--- config.mk ---
export PLATFORM = sky130hd
export DESIGN_NAME = indexed_pixel_palette_expander
export DESIGN_NICKNAME = d
export VERILOG_FILES = /design/src/hdl/ipx_pkg.sv /design/src/hdl/ipx_ram.sv /design/src/hdl/ipx_front.sv /design/src/hdl/ipx_fifo.sv /design/src/hdl/ipx_back.sv /design/src/hdl/indexed_pixel_palette_expander.sv
export SDC_FILE = /design/constraint.sdc
export NUM_CORES = 2
export LEC_CHECK = 0
export ABC_CLOCK_PERIOD_IN_PS = 4900
export BUFFER_PORTS_ARGS = -buffer_cell sky130_fd_sc_hd__buf_2
export CAP_MARGIN = 20
export CORE_ASPECT_RATIO = 0.75
export CORE_MARGIN = 8
export CORE_UTILIZATION = 30
export DETAILED_ROUTE_END_ITERATION = 16
export PLACE_DENSITY = 0.42
export SLEW_MARGIN = 10
export SYNTH_ARGS = -nofsm -noshare
export SYNTH_HDL_FRONTEND = slang
export SYNTH_HIERARCHICAL = 1
export SYNTH_MEMORY_MAX_BITS = 65536
export SYNTH_SLANG_ARGS = --single-unit
--- constraint.sdc ---
create_clock -name clk -period 4.9 [get_ports clk]
set_input_delay 0.245 -clock clk [delete_from_list [all_inputs] [get_ports clk]]
set_output_delay 0.245 -clock clk [all_outputs]
set_load 0.02 [all_outputs]
--- src/hdl/ipx_pkg.sv ---
// ----------------------------------------------------------------------------
// ipx_pkg
// Shared constants and types of the indexed pixel palette expander.
// ----------------------------------------------------------------------------
package ipx_pkg;

	localparam int PALETTE_ENTRIES = 256;
	localparam int IDX_W           = $clog2(PALETTE_ENTRIES);
	localparam int COUNT_W         = 9;

	localparam int QDEPTH  = 4;
	localparam int QPTR_W  = $clog2(QDEPTH);
	localparam int QCNT_W  = $clog2(QDEPTH + 1);

	localparam logic KIND_WRITE = 1'b0;
	localparam logic KIND_PIXEL = 1'b1;

	localparam logic [1:0] REG_KEY_ENABLE    = 2'd0;
	localparam logic [1:0] REG_KEY_COLOR     = 2'd1;
	localparam logic [1:0] REG_PALETTE_COUNT = 2'd2;

	localparam logic        KEY_ENABLE_RST    = 1'b1;
	localparam logic [15:0] KEY_COLOR_RST     = 16'hF81F;
	localparam logic [8:0]  PALETTE_COUNT_RST = 9'd256;

	typedef struct packed {
		logic [15:0] color;
		logic        eoi;
	} pix_t;

	typedef struct packed {
		logic        key_enable;
		logic [15:0] key_color;
		logic [8:0]  palette_count;
	} cfg_t;

endpackage

--- src/hdl/ipx_ram.sv ---
// ----------------------------------------------------------------------------
// ipx_ram
// Generic single-port RAM, one write or one read per cycle, registered read.
// ----------------------------------------------------------------------------
module ipx_ram #(
	parameter int WIDTH = 16,
	parameter int DEPTH = 256
) (
	input  logic                     clk,
	input  logic                     we,
	input  logic                     re,
	input  logic [$clog2(DEPTH)-1:0] addr,
	input  logic [WIDTH-1:0]         wdata,
	output logic [WIDTH-1:0]         rdata
);

	logic [WIDTH-1:0] mem_q [DEPTH];

	always_ff @(posedge clk) begin
		if (we) begin
			mem_q[addr] <= wdata;
		end
		if (re) begin
			rdata <= mem_q[addr];
		end
	end

endmodule

--- src/hdl/ipx_front.sv ---
// ----------------------------------------------------------------------------
// ipx_front
// Accepts items, stores palette writes, looks up pixel indexes.
// ----------------------------------------------------------------------------
module ipx_front import ipx_pkg::*; (
	input  logic              clk,
	input  logic              arst_n,
	input  logic              push,
	output logic              full,
	input  logic              kind,
	input  logic [7:0]        entry_index,
	input  logic [15:0]       color565,
	input  logic              end_of_image,
	input  cfg_t              cfg,
	input  logic [QCNT_W-1:0] q_count,
	output logic              q_push,
	output pix_t              q_data
);

	logic              accept;
	logic              in_cap;
	logic [8:0]        count_eff;
	logic              in_range;
	logic              ram_we;
	logic              ram_re;
	logic [15:0]       ram_rdata;
	logic              valid_s1;
	logic              in_range_s1;
	logic              eoi_s1;
	logic [QCNT_W:0]   load;

	assign load   = {1'b0, q_count} + {{QCNT_W{1'b0}}, valid_s1};
	assign full   = (load >= (QCNT_W + 1)'(QDEPTH));
	assign accept = push && !full;

	assign in_cap    = ({1'b0, entry_index} < 9'(PALETTE_ENTRIES));
	assign count_eff = (cfg.palette_count > 9'(PALETTE_ENTRIES)) ?
		9'(PALETTE_ENTRIES) : cfg.palette_count;
	assign in_range  = ({1'b0, entry_index} < count_eff) && in_cap;

	assign ram_we = accept && (kind == KIND_WRITE) && in_cap;
	assign ram_re = accept && (kind == KIND_PIXEL);

	ipx_ram #(
		.WIDTH(16),
		.DEPTH(PALETTE_ENTRIES)
	) u_ram (
		.clk   (clk),
		.we    (ram_we),
		.re    (ram_re),
		.addr  (entry_index[IDX_W-1:0]),
		.wdata (color565),
		.rdata (ram_rdata)
	);

	always_ff @(posedge clk or negedge arst_n) begin
		if (!arst_n) begin
			valid_s1 <= 1'b0;
		end else begin
			valid_s1 <= ram_re;
		end
	end

	always_ff @(posedge clk) begin
		if (ram_re) begin
			in_range_s1 <= in_range;
			eoi_s1      <= end_of_image;
		end
	end

	assign q_push       = valid_s1;
	assign q_data.color = in_range_s1 ? ram_rdata : cfg.key_color;
	assign q_data.eoi   = eoi_s1;

endmodule

--- src/hdl/ipx_fifo.sv ---
// ----------------------------------------------------------------------------
// ipx_fifo
// Short queue of looked-up pixels between front and back.
// ----------------------------------------------------------------------------
module ipx_fifo import ipx_pkg::*; (
	input  logic              clk,
	input  logic              arst_n,
	input  logic              push,
	input  pix_t              wdata,
	input  logic              pop,
	output pix_t              rdata,
	output logic              not_empty,
	output logic [QCNT_W-1:0] count
);

	pix_t              slot_q [QDEPTH];
	logic [QPTR_W-1:0] wptr_q;
	logic [QPTR_W-1:0] rptr_q;
	logic [QCNT_W-1:0] count_q;
	logic              do_pop;

	assign do_pop    = pop && (count_q != '0);
	assign not_empty = (count_q != '0);
	assign rdata     = slot_q[rptr_q];
	assign count     = count_q;

	always_ff @(posedge clk or negedge arst_n) begin
		if (!arst_n) begin
			wptr_q  <= '0;
			rptr_q  <= '0;
			count_q <= '0;
		end else begin
			if (push) begin
				wptr_q <= wptr_q + QPTR_W'(1);
			end
			if (do_pop) begin
				rptr_q <= rptr_q + QPTR_W'(1);
			end
			if (push && !do_pop) begin
				count_q <= count_q + QCNT_W'(1);
			end else if (!push && do_pop) begin
				count_q <= count_q - QCNT_W'(1);
			end
		end
	end

	always_ff @(posedge clk) begin
		if (push) begin
			slot_q[wptr_q] <= wdata;
		end
	end

endmodule

--- src/hdl/ipx_back.sv ---
// ----------------------------------------------------------------------------
// ipx_back
// Expands RGB565 to RGBA8, applies the color key, holds the result register.
// ----------------------------------------------------------------------------
module ipx_back import ipx_pkg::*; (
	input  logic        clk,
	input  logic        arst_n,
	input  cfg_t        cfg,
	input  pix_t        q_data,
	input  logic        q_not_empty,
	output logic        q_pop,
	input  logic        pop,
	output logic        empty,
	output logic [7:0]  red,
	output logic [7:0]  green,
	output logic [7:0]  blue,
	output logic [7:0]  alpha,
	output logic        last_pixel
);

	logic       out_valid_q;
	logic       load;
	logic       keyed;
	logic [4:0] r5;
	logic [5:0] g6;
	logic [4:0] b5;

	assign empty = !out_valid_q;
	assign load  = q_not_empty && (!out_valid_q || pop);
	assign q_pop = load;

	assign r5    = q_data.color[15:11];
	assign g6    = q_data.color[10:5];
	assign b5    = q_data.color[4:0];
	assign keyed = cfg.key_enable && (q_data.color == cfg.key_color);

	always_ff @(posedge clk or negedge arst_n) begin
		if (!arst_n) begin
			out_valid_q <= 1'b0;
		end else if (load) begin
			out_valid_q <= 1'b1;
		end else if (pop) begin
			out_valid_q <= 1'b0;
		end
	end

	always_ff @(posedge clk) begin
		if (load) begin
			last_pixel <= q_data.eoi;
			if (keyed) begin
				red   <= 8'd0;
				green <= 8'd0;
				blue  <= 8'd0;
				alpha <= 8'd0;
			end else begin
				red   <= {r5, r5[4:2]};
				green <= {g6, g6[5:4]};
				blue  <= {b5, b5[4:2]};
				alpha <= 8'hFF;
			end
		end
	end

endmodule

--- src/hdl/indexed_pixel_palette_expander.sv ---
// ----------------------------------------------------------------------------
// indexed_pixel_palette_expander
// Palette lookup of 8-bit pixel indexes into RGBA8 through an RGB565 palette.
// ----------------------------------------------------------------------------
// Takes one item per clock while full is low, palette writes and pixels
// alike: each item makes one access to the single-port palette RAM. A
// pixel's result passes the RAM read register, the queue and then the
// result register before it reaches the result ports; palette writes give
// no result. A four-entry queue between the lookup and the expander lets
// either side stall. Entries below the palette count must be written before
// pixels read them. Configuration must be written only while the block is
// idle, which the block does not enforce: index 0 key_enable (reset 1),
// index 1 key_color (reset 0xF81F), index 2 palette_count (reset 256).
module indexed_pixel_palette_expander import ipx_pkg::*; (
	input  logic        clk,
	input  logic        arst_n,
	input  logic        push,
	output logic        full,
	input  logic        kind,
	input  logic [7:0]  entry_index,
	input  logic [15:0] color565,
	input  logic        end_of_image,
	output logic        empty,
	input  logic        pop,
	output logic [7:0]  red,
	output logic [7:0]  green,
	output logic [7:0]  blue,
	output logic [7:0]  alpha,
	output logic        last_pixel,
	input  logic        cfg_write,
	input  logic [1:0]  cfg_index,
	input  logic [15:0] cfg_data
);

	cfg_t              cfg_q;
	logic [QCNT_W-1:0] q_count;
	logic              q_push;
	pix_t              q_wdata;
	pix_t              q_rdata;
	logic              q_pop;
	logic              q_not_empty;

	always_ff @(posedge clk or negedge arst_n) begin
		if (!arst_n) begin
			cfg_q.key_enable    <= KEY_ENABLE_RST;
			cfg_q.key_color     <= KEY_COLOR_RST;
			cfg_q.palette_count <= PALETTE_COUNT_RST;
		end else if (cfg_write) begin
			case (cfg_index)
				REG_KEY_ENABLE:    cfg_q.key_enable    <= cfg_data[0];
				REG_KEY_COLOR:     cfg_q.key_color     <= cfg_data;
				REG_PALETTE_COUNT: cfg_q.palette_count <= cfg_data[8:0];
				default: ;
			endcase
		end
	end

	ipx_front u_front (
		.clk          (clk),
		.arst_n       (arst_n),
		.push         (push),
		.full         (full),
		.kind         (kind),
		.entry_index  (entry_index),
		.color565     (color565),
		.end_of_image (end_of_image),
		.cfg          (cfg_q),
		.q_count      (q_count),
		.q_push       (q_push),
		.q_data       (q_wdata)
	);

	ipx_fifo u_fifo (
		.clk       (clk),
		.arst_n    (arst_n),
		.push      (q_push),
		.wdata     (q_wdata),
		.pop       (q_pop),
		.rdata     (q_rdata),
		.not_empty (q_not_empty),
		.count     (q_count)
	);

	ipx_back u_back (
		.clk         (clk),
		.arst_n      (arst_n),
		.cfg         (cfg_q),
		.q_data      (q_rdata),
		.q_not_empty (q_not_empty),
		.q_pop       (q_pop),
		.pop         (pop),
		.empty       (empty),
		.red         (red),
		.green       (green),
		.blue        (blue),
		.alpha       (alpha),
		.last_pixel  (last_pixel)
	);

endmodule
==> summary.md <==
| Metric | Value |
|---|---|
| Int Pwr | approximately 60 mW |
| Clock-pin transition on the worst setup and hold timing paths | 60 ps |
| Worst min-delay path category | in2reg |
| Critical Path RT | about 5500 ps |
| Synth top area share | between 70% and 80% |
| RSZ-0062 raised after global routing | false |
| Distinct cells, synth | 44 |
| Net Sw Frac | between 20 and 25% |
| Util after Layout | between 30% and 40% |
| Initial DRC count | between 8000 and 9000 |
| Largest net degree at the start of global routing | 150 |
| Peak supply drop | 0.000287 V |
| Num CTS Buffers | roughly 420 |
| Fin nets | 7843 |
| Final cell count without fillers | around 15000 |
| Synthesized area per cell | roughly 23 sq um |
| Vias in the first global route | roughly 79000 |
| CP startpoint | u_front/q_push |
| Reg2Reg Setup Slack | between 1000 and 1500 ps |
| Drt via density | 5.14 |
| Pre-Repair DR Iteration Count | 5 |
| Worst Reg-to-Reg Cells | 8 |
| Detail Placement HPWL | between 200000 and 300000 microns |
| Setup CP Type | reg2reg |
| Via count | around 79000 |
| Placed instance count | around 14000 |
| H-tree levels | 5 |
| EDFF count, synth | 4200 |
| Syn_nets | 7100 |
| Hold Vio Cnt, Final | 0 |
| Resized cells post-CTS | 0 |
| CTS tree | yes |
| Dominant synthesized flop cell | edfxtp_1 |
| Detail Route Antenna Nets | 0 |
| GRT overflow | 0 |
| Gp weighted congestion | roughly 0.76 |
| Die ar. | approximately 560000 sq um |
| Power Total | 77.1 mW |
| Clock skew | between 50 and 60 ps |
| CP cell instances | a31oi_1 -> nand2_1 -> nor2_2 -> buf_4 -> nand3_2 -> buf_4 -> nor2_2 -> buf_4 |
| Sw Pwr | about 17 mW |
| Core area | 536000 sq um |
| #FFs+latches synth | 4235 |
| DRC viols | 0 |
| Synth-to-layout area growth | 17.5% |
| Leak | 58.0 nW |
| Status | finished, final reports clean |
| Sequential fraction of the synthesis area | between 70% and 80% |
| First-pass GRT wire length | 675000 microns |
| Ys async rst share | 0.826% |
| Seq pwr share | between 50 and 60% |
| MaxCap Viol Count | 0 |
| Minimum clock period | approximately 3800 ps |
| Grt peak-use layer | met2 |
| Initial antenna violation count | between 40 and 50 |
| Grt met2 use | 26.1% |
| Gate Count Post-Synth | 7038 |
| Pwr dens | between 400 and 500 nW/um^2 |
| Top post-synthesis cells by area | edfxtp_1 78%, mux4_2 14%, a22oi_1 2.4% |
| Final Setup Violations | 0 |
| Crit path DAT | 4410 ps |
| Worst-margin pin slew | roughly 1200 ps |
| Met1 Track Usage GR | roughly a quarter |
| Post-synth top area cell | edfxtp_1 |
| Grt met3 use | slightly below 3% |
| Max Freq | 0.264 GHz |
| CP endpoint kind | flip-flop |
| Clock sink total | around 4200 |
| Comb pwr share | roughly 6.2% |
| Share of layout cells above drive strength 1 | 31.5% |
| Setup TNS | 0 ps |
| Detailed Route WL | a little under 500000 microns |
| R2r startpoint | u_front/q_push |
| Root buffer cell | clkbuf_16 |
| Yosys warning count | 6 |
| Critical path's slowest cell | nand3_2 |
| Clock power frac | 41.4% |
| Crit share post-route | between 70 and 80% |
| Hold WS | between 100 and 150 ps |
| Crit path capture | u_front/u_ram/mem_q[244][6] |
| Number of port buffers | between 80 and 90 |
| Crit-path max cell delay | between 600 and 700 ps |
| Global Route Usage Sum | between 10% and 20% |
| Average wire per standard cell | between 30 and 40 microns |
| FP Rows | 233 |
| Worst r2r dst | u_front/u_ram/mem_q[244][6] |
| Clock Tree Buf Depth | 4 |
| Clk Latency, worst-skew pair | around 1000 ps |
| Die Wd | ~860 microns |
| Max_slew headroom | about 16% |
| Starting Density | around 30% |
| Area of the mapped netlist | roughly 160000 sq um |
| Pins over their slew limit | 0 |
| Startpoint types | flip-flop |
| Die height | 651 microns |
| Top fanout value on the critical path | 16 |
| Crit path top cell by count | buf_4 |
| Hold path start | entry_index[7] |
| I/O pin count | 84 |
==> timing repair <==
item                       4_1_cts  5_1_grt
buffers inserted                 0        0
hold endpoints to repair      1527        0
setup endpoints to repair        0        0
hold buffers                    77        0
==> routing by layer <==
metal / vias up / wire (microns)
met1: 43908 / 227000
met4: 6 / 9160
met5: - / 46
met2: 2503 / 222000
met3: 517 / 31500
li1: 31818 / -
==> synth_stat cells, types with 2 or more instances <==
cell type / instances
a211oi_1: 2
a21boi_0: 16
a21oi_1: 257
a22oi_1: 512
and2_1: 9
buf_1: 54
buf_12: 2
buf_2: 78
buf_4: 32
buf_6: 29
clkbuf_1: 251
dfrtp_1: 23
dfstp_2: 12
edfxtp_1: 4200
ha_1: 12
inv_1: 6
mux2_2: 23
mux2_4: 20
mux4_1: 9
mux4_2: 1032
nand2_1: 33
nand2b_1: 15
nand3_1: 15
nand4_1: 20
nor2_1: 234
nor2b_1: 7
nor3_1: 30
nor3b_1: 2
o21ai_0: 3
o41ai_1: 64
or2_2: 2
or3_1: 2
xnor2_1: 19
xor2_1: 3
==> stage by stage <==
stage                     instance area, sq um  setup slack (ps)
after CTS                               189000               984
final                                   189000              1110
after detailed placement                175000               546
after floorplan                         161000              1710
after global routing                    189000               943
after global placement                  175000               420
==> cells by family after synthesis <==
group	count (synthesis)	share of synthesized area (%)
DFF	4235	78.8
muxes	1084	14.9
AOI/OAI and AO/OA	858	3.64
buffers and inverters	452	1.34
and+or+nand+nor	374	1.03
xor gates and xnor gates	22	0.120
adders and majority gates	13	0.106
==> critical path, delay by kind of cell (launching register included) <==
| kind | cells | cell delay (ps) |
|---|---|---|
| buf+inv | 3 | 1210 |
| compound gates | 1 | 380 |
| flops | 1 | 470 |
| simple gates | 4 | 1270 |
==> layout make-up <==
cell class | count | area (sq um)
tap | 7167 | 8970
antenna | 30 | 75.1
multi-input combinational | 2351 | 32900
sequential | 4235 | 127000
inverter | 6 | 22.5
timing repair buffer | 768 | 7090
clock inverter | 243 | 2320
clock buffer | 527 | 11000
fill | 49472 | 346000
==> registers in the layout, indices dropped and copies added, names as in the netlist, 2 cells and up <==
register and count:
u_back/green 6, u_fifo/rptr_q 2, u_fifo/wptr_q 2, u_front/u_ram/mem_q 4096, u_back/red 5, u_back/blue 5, u_fifo/count 3, cfg_q 26
u_fifo/slot_q 68, u_front/u_ram/rdata 16
==> worst min-delay path by stage <==
stage / endpoint / slack [ps] / cells after the start
floorplan: cfg_q[0] / -50 / 0
global placement: cfg_q[0] / 410 / 1
detailed placement: cfg_q[0] / 420 / 1
CTS: u_front/u_ram/rdata[7] / 20 / 4
global route: u_front/u_ram/rdata[7] / 40 / 4
finish: u_front/u_ram/rdata[7] / 100 / 4
==> power by group through the flow <==
| stage | logic, mW | clock network (mW) | registers, mW |
|---|---|---|---|
| after floorplan | 2.41 | 0 | 41.1 |
| after global placement | 4.73 | 0 | 41.1 |
| after detailed placement | 4.79 | 0 | 41.1 |
| after CTS | 4.89 | 32.7 | 40.4 |
| after global routing | 5.10 | 34.0 | 40.3 |
| final | 4.80 | 32.0 | 40.3 |
==> cell usage in the layout (no fill, tap or decap), drive strengths merged, types with 18 or more instances in the layout <==
cell type and n:
a21oi 257, a22oi 512, buf 693, bufinv 39
clkbuf 527, clkinv 185, dfrtp 23, diode 30
dlygate4sd3 75, edfxtp 4200, inv 18, mux2 43
mux4 1041, nand2 33, nand4 20, nor2 234
nor3 30, o41ai 64, xnor2 19
(Power assumes the default switching activity.)
